### src/rtl/tcp_pkg.sv
// types and constants of the tissue class to probabilities core
package tcp_pkg;

  localparam int INTENSITY_BITS_DEF = 16;
  localparam int MEAN_W             = 16;
  localparam int OFS_W              = 8;
  localparam int CFG_W              = MEAN_W;
  localparam int CLS_W              = 3;
  localparam int PROB_W             = 8;
  localparam int PROB_MAX           = (1 << PROB_W) - 1;
  localparam int PAIR_SCALE         = 2 * PROB_MAX;
  // signed difference of two means
  localparam int DEN_W              = MEAN_W + 2;
  // divisor is 2*d
  localparam int DIVR_W             = MEAN_W + 1;
  // dividend 510*n + d stays below 2^(MEAN_W+9)
  localparam int REM_W              = MEAN_W + PROB_W + 1;
  localparam int BITS_PER_STAGE     = 2;
  localparam int DIV_STAGES         = PROB_W / BITS_PER_STAGE;

  localparam logic [PROB_W-1:0] PROB_ONE = PROB_W'(PROB_MAX);

  typedef enum logic [CLS_W-1:0] {
    CLS_BG     = 3'd0,
    CLS_CSF_BG = 3'd1,
    CLS_CSF    = 3'd2,
    CLS_GM_CSF = 3'd3,
    CLS_GM     = 3'd4,
    CLS_WM_GM  = 3'd5,
    CLS_WM     = 3'd6,
    CLS_BG_ALT = 3'd7
  } tissue_cls_t;

  typedef enum logic [1:0] {
    REG_MEAN_CSF  = 2'd0,
    REG_MEAN_GM   = 2'd1,
    REG_MEAN_WM   = 2'd2,
    REG_LABEL_OFS = 2'd3
  } reg_index_t;

  typedef enum logic [1:0] {
    IDX_CSF = 2'd0,
    IDX_GM  = 2'd1,
    IDX_WM  = 2'd2
  } tissue_idx_t;

  typedef struct packed {
    logic [MEAN_W-1:0] mean_csf;
    logic [MEAN_W-1:0] mean_gm;
    logic [MEAN_W-1:0] mean_wm;
    logic [OFS_W-1:0]  label_offset;
  } cfg_t;

  typedef struct packed {
    logic [REM_W-1:0]  rem;
    logic [PROB_W-1:0] quot;
  } div_lane_t;

  typedef struct packed {
    logic              valid;
    tissue_cls_t       cls;
    logic [DIVR_W-1:0] divisor;
    div_lane_t         lo;
    div_lane_t         hi;
  } div_stage_t;

  typedef struct packed {
    logic              valid;
    logic [PROB_W-1:0] csf_prob;
    logic [PROB_W-1:0] gm_prob;
    logic [PROB_W-1:0] wm_prob;
    logic [OFS_W-1:0]  tissue_label;
  } result_t;

endpackage

### src/rtl/tcp_stream_if.sv
// voxel and probability stream interfaces
interface tcp_in_if import tcp_pkg::*; #(
  parameter int INTENSITY_BITS = INTENSITY_BITS_DEF
) ();
  logic                      valid;
  logic                      ready;
  logic [CLS_W-1:0]          tissue_class;
  logic [INTENSITY_BITS-1:0] intensity;

  modport source (output valid, tissue_class, intensity, input ready);
  modport sink   (input valid, tissue_class, intensity, output ready);
endinterface

interface tcp_out_if import tcp_pkg::*; ();
  logic              valid;
  logic              ready;
  logic [PROB_W-1:0] csf_prob;
  logic [PROB_W-1:0] gm_prob;
  logic [PROB_W-1:0] wm_prob;
  logic [OFS_W-1:0]  tissue_label;

  modport source (output valid, csf_prob, gm_prob, wm_prob, tissue_label, input ready);
  modport sink   (input valid, csf_prob, gm_prob, wm_prob, tissue_label, output ready);
endinterface

### src/rtl/tcp_prep.sv
// operand stages: fraction terms, sign fix and clamp, dividend build
module tcp_prep import tcp_pkg::*; #(
  parameter int INTENSITY_BITS = INTENSITY_BITS_DEF
) (
  input  logic                      clk,
  input  logic                      rst,
  input  logic                      en,
  input  logic                      in_valid,
  input  logic [CLS_W-1:0]          tissue_class,
  input  logic [INTENSITY_BITS-1:0] intensity,
  input  cfg_t                      cfg,
  output div_stage_t                out_stage
);

  localparam int NUM_W = ((INTENSITY_BITS > MEAN_W) ? INTENSITY_BITS : MEAN_W) + 3;

  typedef struct packed {
    logic             valid;
    tissue_cls_t      cls;
    logic [NUM_W-1:0] num;
    logic [DEN_W-1:0] den;
  } frac_t;

  typedef struct packed {
    logic              valid;
    tissue_cls_t       cls;
    logic [MEAN_W-1:0] n;
    logic [MEAN_W-1:0] d;
  } mag_t;

  frac_t            frac, frac_next;
  mag_t             mag, mag_next;
  div_stage_t       out_next;
  logic [NUM_W-1:0] x_ext;
  logic [NUM_W-1:0] num_abs;
  logic [DEN_W-1:0] den_abs;
  logic [NUM_W-1:0] den_ext;
  logic             den_neg;
  logic             num_pos;
  logic [REM_W-1:0] n_ext;
  logic [REM_W-1:0] d_ext;
  logic [REM_W-1:0] rest_ext;

  function automatic logic [NUM_W-1:0] mean_ext(input logic [MEAN_W-1:0] m);
    return {{(NUM_W-MEAN_W){1'b0}}, m};
  endfunction

  // stage a: numerator and denominator of the fraction
  always_comb begin
    x_ext           = {{(NUM_W-INTENSITY_BITS){1'b0}}, intensity};
    frac_next.valid = in_valid;
    frac_next.cls   = tissue_cls_t'(tissue_class);
    frac_next.num   = '0;
    frac_next.den   = '0;
    case (frac_next.cls)
      CLS_CSF_BG: begin
        frac_next.num = x_ext;
        frac_next.den = {2'b00, cfg.mean_csf};
      end
      CLS_GM_CSF: begin
        frac_next.num = x_ext - mean_ext(cfg.mean_csf);
        frac_next.den = {2'b00, cfg.mean_gm} - {2'b00, cfg.mean_csf};
      end
      CLS_WM_GM: begin
        frac_next.num = x_ext - mean_ext(cfg.mean_gm);
        frac_next.den = {2'b00, cfg.mean_wm} - {2'b00, cfg.mean_gm};
      end
      default: begin
      end
    endcase
  end

  // stage b: fold the sign into the numerator, clamp to n <= d with d >= 1
  always_comb begin
    den_neg        = frac.den[DEN_W-1];
    num_abs        = den_neg ? (NUM_W'(0) - frac.num) : frac.num;
    den_abs        = den_neg ? (DEN_W'(0) - frac.den) : frac.den;
    den_ext        = {{(NUM_W-DEN_W){1'b0}}, den_abs};
    num_pos        = !num_abs[NUM_W-1] && (num_abs != '0);
    mag_next.valid = frac.valid;
    mag_next.cls   = frac.cls;
    mag_next.n     = '0;
    mag_next.d     = MEAN_W'(1);
    if (frac.den == '0) begin
      // zero spread: full weight at or above the lower mean
      mag_next.n = frac.num[NUM_W-1] ? '0 : MEAN_W'(1);
    end else if (!num_pos) begin
      mag_next.n = '0;
    end else if (num_abs >= den_ext) begin
      mag_next.n = MEAN_W'(1);
    end else begin
      mag_next.n = num_abs[MEAN_W-1:0];
      mag_next.d = den_abs[MEAN_W-1:0];
    end
  end

  // stage c: rounded quotients become (510*n + d) / (2*d) and (510*(d-n) + d) / (2*d)
  always_comb begin
    n_ext            = REM_W'(mag.n);
    d_ext            = REM_W'(mag.d);
    rest_ext         = d_ext - n_ext;
    out_next.valid   = mag.valid;
    out_next.cls     = mag.cls;
    out_next.divisor = {mag.d, 1'b0};
    out_next.hi.rem  = n_ext * REM_W'(PAIR_SCALE) + d_ext;
    out_next.hi.quot = '0;
    out_next.lo.rem  = rest_ext * REM_W'(PAIR_SCALE) + d_ext;
    out_next.lo.quot = '0;
  end

  always_ff @(posedge clk) begin
    if (rst) begin
      frac.valid      <= 1'b0;
      mag.valid       <= 1'b0;
      out_stage.valid <= 1'b0;
    end else if (en) begin
      frac      <= frac_next;
      mag       <= mag_next;
      out_stage <= out_next;
    end
  end

endmodule

### src/rtl/tcp_div_stage.sv
// one restoring divider stage, two quotient bits (BITS_PER_STAGE) for both lanes
module tcp_div_stage import tcp_pkg::*; #(
  parameter int TOP_BIT = PROB_W - 1
) (
  input  logic       clk,
  input  logic       rst,
  input  logic       en,
  input  div_stage_t in_stage,
  output div_stage_t out_stage
);

  div_stage_t stage_next;

  function automatic div_lane_t lane_step(input div_lane_t l, input logic [DIVR_W-1:0] dv);
    div_lane_t        r;
    logic [REM_W:0]   diff;
    logic [REM_W-1:0] shifted;
    r = l;
    for (int j = 0; j < BITS_PER_STAGE; j++) begin
      shifted = REM_W'(dv) << (TOP_BIT - j);
      diff    = {1'b0, r.rem} - {1'b0, shifted};
      if (!diff[REM_W]) begin
        r.rem               = diff[REM_W-1:0];
        r.quot[TOP_BIT - j] = 1'b1;
      end
    end
    return r;
  endfunction

  always_comb begin
    stage_next    = in_stage;
    stage_next.hi = lane_step(in_stage.hi, in_stage.divisor);
    stage_next.lo = lane_step(in_stage.lo, in_stage.divisor);
  end

  always_ff @(posedge clk) begin
    if (rst) begin
      out_stage.valid <= 1'b0;
    end else if (en) begin
      out_stage <= stage_next;
    end
  end

endmodule

### src/rtl/tcp_label.sv
// output stage: map quotients to tissues, argmax label, result register
module tcp_label import tcp_pkg::*; (
  input  logic             clk,
  input  logic             rst,
  input  logic             en,
  input  div_stage_t       in_stage,
  input  logic [OFS_W-1:0] label_offset,
  output result_t          res
);

  result_t           res_next;
  tissue_idx_t       best;
  logic [PROB_W-1:0] best_val;

  always_comb begin
    res_next.valid    = in_stage.valid;
    res_next.csf_prob = '0;
    res_next.gm_prob  = '0;
    res_next.wm_prob  = '0;
    case (in_stage.cls)
      CLS_CSF_BG: res_next.csf_prob = in_stage.hi.quot;
      CLS_CSF:    res_next.csf_prob = PROB_ONE;
      CLS_GM_CSF: begin
        res_next.csf_prob = in_stage.lo.quot;
        res_next.gm_prob  = in_stage.hi.quot;
      end
      CLS_GM:     res_next.gm_prob = PROB_ONE;
      CLS_WM_GM: begin
        res_next.gm_prob = in_stage.lo.quot;
        res_next.wm_prob = in_stage.hi.quot;
      end
      CLS_WM:     res_next.wm_prob = PROB_ONE;
      default: begin
      end
    endcase

    // ties keep the lower index
    best     = IDX_CSF;
    best_val = res_next.csf_prob;
    if (res_next.gm_prob > best_val) begin
      best     = IDX_GM;
      best_val = res_next.gm_prob;
    end
    if (res_next.wm_prob > best_val) begin
      best = IDX_WM;
    end
    res_next.tissue_label = label_offset + OFS_W'(best);
  end

  always_ff @(posedge clk) begin
    if (rst) begin
      res.valid <= 1'b0;
    end else if (en) begin
      res <= res_next;
    end
  end

endmodule

### src/rtl/tissue_class_to_probabilities_core.sv
// an input transfer reaches the output register through the prep, divider and label stages
// throughput: one voxel per cycle; the 8 register stages advance together and
// hold while the output register is full and not taken
// the quotients come from a 4-stage restoring divider, 2 quotient bits per stage
// reset clears all valid bits and the configuration registers to zero
module tissue_class_to_probabilities_core import tcp_pkg::*; #(
  parameter int INTENSITY_BITS = INTENSITY_BITS_DEF
) (
  input  logic             clk,
  input  logic             rst,
  input  logic             cfg_we,
  input  logic [1:0]       cfg_index,
  input  logic [CFG_W-1:0] cfg_data,
  tcp_in_if.sink           voxel,
  tcp_out_if.source        result
);

  cfg_t       cfg;
  logic       en;
  result_t    res;
  div_stage_t div_pipe [DIV_STAGES+1];

  always_ff @(posedge clk) begin
    if (rst) begin
      cfg <= '0;
    end else if (cfg_we) begin
      case (reg_index_t'(cfg_index))
        REG_MEAN_CSF:  cfg.mean_csf     <= cfg_data;
        REG_MEAN_GM:   cfg.mean_gm      <= cfg_data;
        REG_MEAN_WM:   cfg.mean_wm      <= cfg_data;
        REG_LABEL_OFS: cfg.label_offset <= cfg_data[OFS_W-1:0];
        default: begin
        end
      endcase
    end
  end

  // whole pipeline moves unless a finished result is waiting
  assign en          = !res.valid || result.ready;
  assign voxel.ready = en;

  tcp_prep #(
    .INTENSITY_BITS (INTENSITY_BITS)
  ) u_prep (
    .clk          (clk),
    .rst          (rst),
    .en           (en),
    .in_valid     (voxel.valid),
    .tissue_class (voxel.tissue_class),
    .intensity    (voxel.intensity),
    .cfg          (cfg),
    .out_stage    (div_pipe[0])
  );

  for (genvar g = 0; g < DIV_STAGES; g++) begin : g_div
    tcp_div_stage #(
      .TOP_BIT (PROB_W - 1 - g * BITS_PER_STAGE)
    ) u_div (
      .clk       (clk),
      .rst       (rst),
      .en        (en),
      .in_stage  (div_pipe[g]),
      .out_stage (div_pipe[g+1])
    );
  end

  tcp_label u_label (
    .clk          (clk),
    .rst          (rst),
    .en           (en),
    .in_stage     (div_pipe[DIV_STAGES]),
    .label_offset (cfg.label_offset),
    .res          (res)
  );

  assign result.valid        = res.valid;
  assign result.csf_prob     = res.csf_prob;
  assign result.gm_prob      = res.gm_prob;
  assign result.wm_prob      = res.wm_prob;
  assign result.tissue_label = res.tissue_label;

endmodule

### src/flat_wrapper.sv
// flat-port wrapper written by rule: the top's interface ports become plain ports
module tissue_class_to_probabilities_core_flat import tcp_pkg::*;
#(
  parameter int INTENSITY_BITS = INTENSITY_BITS_DEF
)
  (clk, rst, cfg_we, cfg_index, cfg_data, voxel_valid, voxel_tissue_class, voxel_intensity, voxel_ready, result_valid, result_csf_prob, result_gm_prob, result_wm_prob, result_tissue_label, result_ready);
  tcp_in_if #(.INTENSITY_BITS(INTENSITY_BITS)) voxel_i ();
  tcp_out_if result_i ();
  input  logic clk;
  input  logic rst;
  input  logic cfg_we;
  input  logic [1:0] cfg_index;
  input  logic [CFG_W-1:0] cfg_data;
  input wire logic [$bits(voxel_i.valid)-1:0] voxel_valid;
  input wire logic [$bits(voxel_i.tissue_class)-1:0] voxel_tissue_class;
  input wire logic [$bits(voxel_i.intensity)-1:0] voxel_intensity;
  output wire logic [$bits(voxel_i.ready)-1:0] voxel_ready;
  output wire logic [$bits(result_i.valid)-1:0] result_valid;
  output wire logic [$bits(result_i.csf_prob)-1:0] result_csf_prob;
  output wire logic [$bits(result_i.gm_prob)-1:0] result_gm_prob;
  output wire logic [$bits(result_i.wm_prob)-1:0] result_wm_prob;
  output wire logic [$bits(result_i.tissue_label)-1:0] result_tissue_label;
  input wire logic [$bits(result_i.ready)-1:0] result_ready;
  assign voxel_i.valid = voxel_valid;
  assign voxel_i.tissue_class = voxel_tissue_class;
  assign voxel_i.intensity = voxel_intensity;
  assign voxel_ready = voxel_i.ready;
  assign result_valid = result_i.valid;
  assign result_csf_prob = result_i.csf_prob;
  assign result_gm_prob = result_i.gm_prob;
  assign result_wm_prob = result_i.wm_prob;
  assign result_tissue_label = result_i.tissue_label;
  assign result_i.ready = result_ready;
  tissue_class_to_probabilities_core #(.INTENSITY_BITS(INTENSITY_BITS)) u_core (.clk(clk), .rst(rst), .cfg_we(cfg_we), .cfg_index(cfg_index), .cfg_data(cfg_data), .voxel(voxel_i), .result(result_i));
endmodule
### config.mk
export PLATFORM = sky130hd
export DESIGN_NAME = tissue_class_to_probabilities_core_flat
export DESIGN_NICKNAME = d
export VERILOG_FILES = /design/src/rtl/tcp_pkg.sv /design/src/rtl/tcp_stream_if.sv /design/src/rtl/tcp_prep.sv /design/src/rtl/tcp_div_stage.sv /design/src/rtl/tcp_label.sv /design/src/rtl/tissue_class_to_probabilities_core.sv /design/src/flat_wrapper.sv
export SDC_FILE = /design/constraint.sdc
export NUM_CORES = 2
export LEC_CHECK = 0
export BUFFER_PORTS_ARGS = -buffer_cell sky130_fd_sc_hd__buf_4
export CAP_MARGIN = 40
export CORE_ASPECT_RATIO = 1.5
export CORE_MARGIN = 5
export CORE_UTILIZATION = 65
export CTS_CLUSTER_SIZE = 40
export DETAILED_ROUTE_END_ITERATION = 6
export GPL_ROUTABILITY_DRIVEN = 0
export PLACE_DENSITY = 0.82
export SYNTH_ARGS = -nofsm -noshare
export SYNTH_HDL_FRONTEND = slang
export SYNTH_SLANG_ARGS = --single-unit
### constraint.sdc
create_clock -name clk -period 20.8 [get_ports clk]
set_clock_uncertainty 0.1 [all_clocks]
set_input_delay 0 -clock clk [delete_from_list [all_inputs] [get_ports clk]]
set_output_delay 0 -clock clk [all_outputs]
set_load 0.005 [all_outputs]
---- Yosys cells after proc, flatten, opt, wreduce, memory -nomap -nowiden ----
Index checks and enable logic that the tools add are counted.
word-level totals
  register bits ........................... 490
  output and inout port bits .............. 34
  word-level logic and storage cells ...... 146
operators by class
  add/sub/neg operators ................... 26
  multiply operators ...................... 2
  $lt $le $gt $ge ......................... 3
  eq/ne operators ......................... 12
  mux-type cells .......................... 27
  bitwise logic cells ..................... 2
  reduce and logical (&&, ||, !) cells .... 13
operator list
  operator               count
  $mux 25                12
  $pmux 37 s3            1
  $sub 16x16->17         5
  $mux 26                2
  $sub 25x17->26         2
  $sub 25x18->26         2
  $sub 25x19->26         2
  $sub 25x20->26         2
  $sub 25x21->26         2
  $sub 25x22->26         2
  $sub 25x23->26         2
  $sub 25x24->26         2
  $add 25x16->25         2
  $mux 16                3
  $pmux 8 s3             2
  $mul 25x8->24 const B  1
  $mul 16x8->24 const B  1
  $ge 19x18->1           1
  $mux 19                1
  $reduce_bool 19->1     1
  $sub 1x19->19 const A  1
  $logic_not 18->1       1
  $mux 18                1
  $sub 1x18->18 const A  1
  18 further kinds       33

---- Depth between registers and ports, before layout ----
  depth in word-level cells ............... 7
  depth in mapped cells ................... 35
  depth with buffers taken out ............ 35

---- Modules after synthesis ----
Synthesis repeated with hierarchy kept, for this count alone.
second synthesis, totals
  cell total of the unflattened synthesis .. 5179
  area, all modules ....................... 51021.4 µm²
by module, submodules not included
  module                                 instances  cells an instance  area an instance (µm²)  seq. area each (µm²)
  tcp_prep                               1          1865               17558.1                 4234.1
  tcp_div_stage (u_core.g_div[3].u_div)  1          795                7528.5                  2602.5
  tcp_div_stage (u_core.g_div[2].u_div)  1          774                7502.2                  2602.5
  tcp_div_stage (u_core.g_div[1].u_div)  1          729                7240.7                  2602.5
  tcp_div_stage (u_core.g_div[0].u_div)  1          633                6874.1                  2602.5
  tissue_class_to_probabilities_core     1          204                2255.9                  1121.1
  tcp_label                              1          179                2062.0                  980.9

---- Least setup slack after synthesis ----
No wires, ideal clock.
  path type ............................... reg-to-reg
  from .................................... register u_core.u_label.res[32] (netlist name)
  to ...................................... register u_core.g_div[0].u_div.out_stage[10] (netlist bit) (enable)
  library setup time ...................... 1.204 ns
  arrival time ............................ 17.797 ns
  setup slack ............................. 1.699 ns
  stages on the path, launching flop included .. 4
  period minus slack after synthesis ...... 19.101 ns
  path through ............................ dfxtp_1 > nor2b_1 > clkbuf_1 > nor2_1
on the way
  cells in the longest elaborated chain, start to end .. 3
RTL lines
  item                        line                                      RTL
  $logic_not 1->1             tissue_class_to_probabilities_core.sv:39  assign en = !res.valid || result.ready;
  $logic_or 1x1->1            tissue_class_to_probabilities_core.sv:39
  $reduce_and 2->1 (no line)  --
  end signal, assigned        tcp_div_stage.sv:40                       out_stage <= stage_next;
  end, declared               tcp_div_stage.sv:9                        output div_stage_t out_stage
No other way between the ends.
A chain may end at the register's enable or synchronous reset.

==> results.ini <==
[grt]
grt_pass1_wl_um = 162000
first_global_vias = 33252
grt_max_degree = 185
track_usage_pct = 28.5
antenna_found_initial = 1
grt-ovfl-total = 0

[clock_network]
cts_tree = yes
postCtsSetupRepairBufs = 0
h-tree-depth = 2
clk_latency_ns = 0.64
cts_resized = 0
holdBufCountCts = 55
clockRootBuffer = clkbuf_16
cts_sinks = 479
clk_pin_slew_ns = 0.07
clockBufferDepth = 3
cts-buffers-inserted = 48

[die]
chipHeight_um = 322
initial_core_util_pct = 65.4
die_area_sq_um = 70000
core_sq_um = 64300
dieWidth_um = 218
num_rows = 114
io_pins = 76

[timing]
period_share_pct = 43.1
rsz0062_at_grt = no
slew_viol_final = 0
setup_slack_ns = 11.84
max_freq_mhz = 112
setup-violations-final = 0
finalSetupTns_ns = 0
slew_headroom_pct = 38.7
tightest_slew_ns = 0.896
period_needed_ns = 8.96
finalHoldViolations = 0

[setup_path]
cp_max_fo = 8
end_kind = register
crit_type = reg2reg
crit_required_ns = 21.06
cp_common_cell = fa_1
setup.worst_path.start_class = register
worst_ep_arrival_time_ns = 9.22
cp_slowest_cell = a2111oi_0
max_stage_delay_ns = 0.81

[logic_synthesis]
synth-compound-area-share_pct = 15.6
yosysTopAreaCellShare_pct = 29.6
yosys-top-cells-count = inv_1 (469), ha_1 (466), edfxtp_1 (415)
netlist_instances = 4392
synthAdderAreaFrac_pct = 21.6
synth.mux.area_fraction_pct = 4.79
synthMostInstantiatedCell = inv_1
yosys_warnings = 0
seq_area_frac_synth_pct = 32.7
synth.area.top_cells = edfxtp_1 (30%), ha_1 (14%), fa_1 (7.7%), xnor2_1 (4.7%), inv_1 (4.2%)
ys_seq_elements = 479
synth_xor_area_share_pct = 7.09
syn_area_sq_um = 42000
synth_fp_nets = 5062
synth_top_family_by_area = adder cells
synth_cell_types = 89
async_flop_share_pct = 0
yosysTopAreaCell = edfxtp_1
avgSynthCellArea_sq_um = 9.57
ys.flop_type = edfxtp_1
synthSimpleGateAreaFrac_pct = 13.3
synth-edff-count = 415

[route]
drt-pass1-iter-count = 7
vias_per_cell = 6.03
vias = 32740
drc = 6
drtIter0Drc = 1734
wire_per_inst_um = 18.7
routed_wl_um = 102000
antenna_left = 0

[run_status]
status = finished with violations
failed_checks = DRC

[placed_design]
dpl_worst_slack_ns = 11.95
postPlaceCellArea_sq_um = 43700
io_buffers = 75
hpwl_um = 80200

[cells_and_area]
final_cell_area_sq_um = 45900
syn2layout_area_growth_pct = 9.20
layout-drive-gt1-share_pct = 7.70
nNetsFinal = 5189

[job]
max_cap_violations = 0

[worst_hold_path]
hold_path_class = in2reg

==> worst paths after layout <==
check / startpoint / end / slack (ns) / cells past startpoint
worst max-delay path: u_core.u_prep.mag[16]$_DFFE_PP_ / u_core.u_prep.out_stage[65]$_DFFE_PP_ / 11.84 / 30
worst min-delay path: cfg_data[13] / u_core.cfg[37]$_SDFFE_PP0P_ / 0.08 / 4
worst max register to register: u_core.u_prep.mag[16]$_DFFE_PP_ / u_core.u_prep.out_stage[65]$_DFFE_PP_ / 11.84 / 30
worst min register to register: u_core.u_prep.out_stage[14]$_DFFE_PP_ / u_core.g_div[0].u_div.out_stage[14]$_DFFE_PP_ / 0.31 / 0
==> through the flow <==
| step | hold WS (ns) | utilization (%) | cells |
|---|---|---|---|
| finish | 0.0786 | 71.4 | 5428 |
| CTS | 0.0578 | 71.4 | 5427 |
| floorplan | -0.00113 | - | 4392 |
| global route | 0.0866 | 71.4 | 5428 |
| global placement | 0.167 | 67.7 | 5277 |
| detailed placement | 0.175 | 67.9 | 5284 |
==> final cells by class <==
cell class	instances	area, sq um
flip-flops and latches	479	13700
repair buffers	158	1390
inverters	470	1760
diodes	1	2.50
clock inverters	32	397
well taps	870	1090
clock buffers	56	1300
multi-input cells	3362	26200
fillers	4647	18400
==> registers in the layout (all words and copies together) (netlist names) <==
register / flops
u_core.u_prep.out_stage: 68
u_core.u_prep.mag: 20
u_core.u_prep.d_ext: 16
u_core.g_div.u_div.out_stage: 248
u_core.u_label.res: 33
u_core.cfg: 56
u_core.u_prep.frac: 38
==> placed cells by master (no fill, tap or decap), types with 26 or more instances in the layout <==
master,instances
xor2_1,111
nor2b_1,83
mux2_2,130
a21oi_1,349
edfxtp_1,415
nor3_1,72
buf_4,94
mux2i_1,55
inv_1,469
nand3_1,67
or3_1,28
nand2_1,369
clkbuf_16,50
nand2b_1,80
ha_1,466
o21ai_0,210
and3_1,26
a21boi_0,33
fa_1,162
nor2_1,326
o21a_1,68
xnor2_1,227
a211oi_1,32
a21o_1,99
dfxtp_1,64
dlygate4sd3_1,55
==> cell families after synthesis <==
group,count (synthesis)
simple gates,1177
compound gates,1031
fa+ha+maj,629
buf+inv,551
flops,479
xor+xnor,339
mux,185
other cells,1
==> layer usage <==
layer,part of all wire (%),up-vias,global-route usage [%],routed length (um)
li1,-,15838,-,-
met2,54,869,55.1,54700
met4,8.3,0,20.2,8470
met1,35,15620,27.7,35200
met5,0,-,0,0
met3,3.1,413,3.08,3130
==> critical path, delay by kind of cell (launching register included) <==
| family | cells | cell delay, ns |
|---|---|---|
| adders and majority gates | 8 | 3.41 |
| AOI/OAI and AO/OA | 9 | 2.08 |
| and+or+nand+nor | 7 | 1.48 |
| xor gates and xnor gates | 4 | 1.01 |
| DFF | 1 | 0.52 |
| buffers and inverters | 2 | 0.09 |
Power is not shown: default switching activity piles up to over one toggle a cycle in this logic, so the estimate is an artifact.
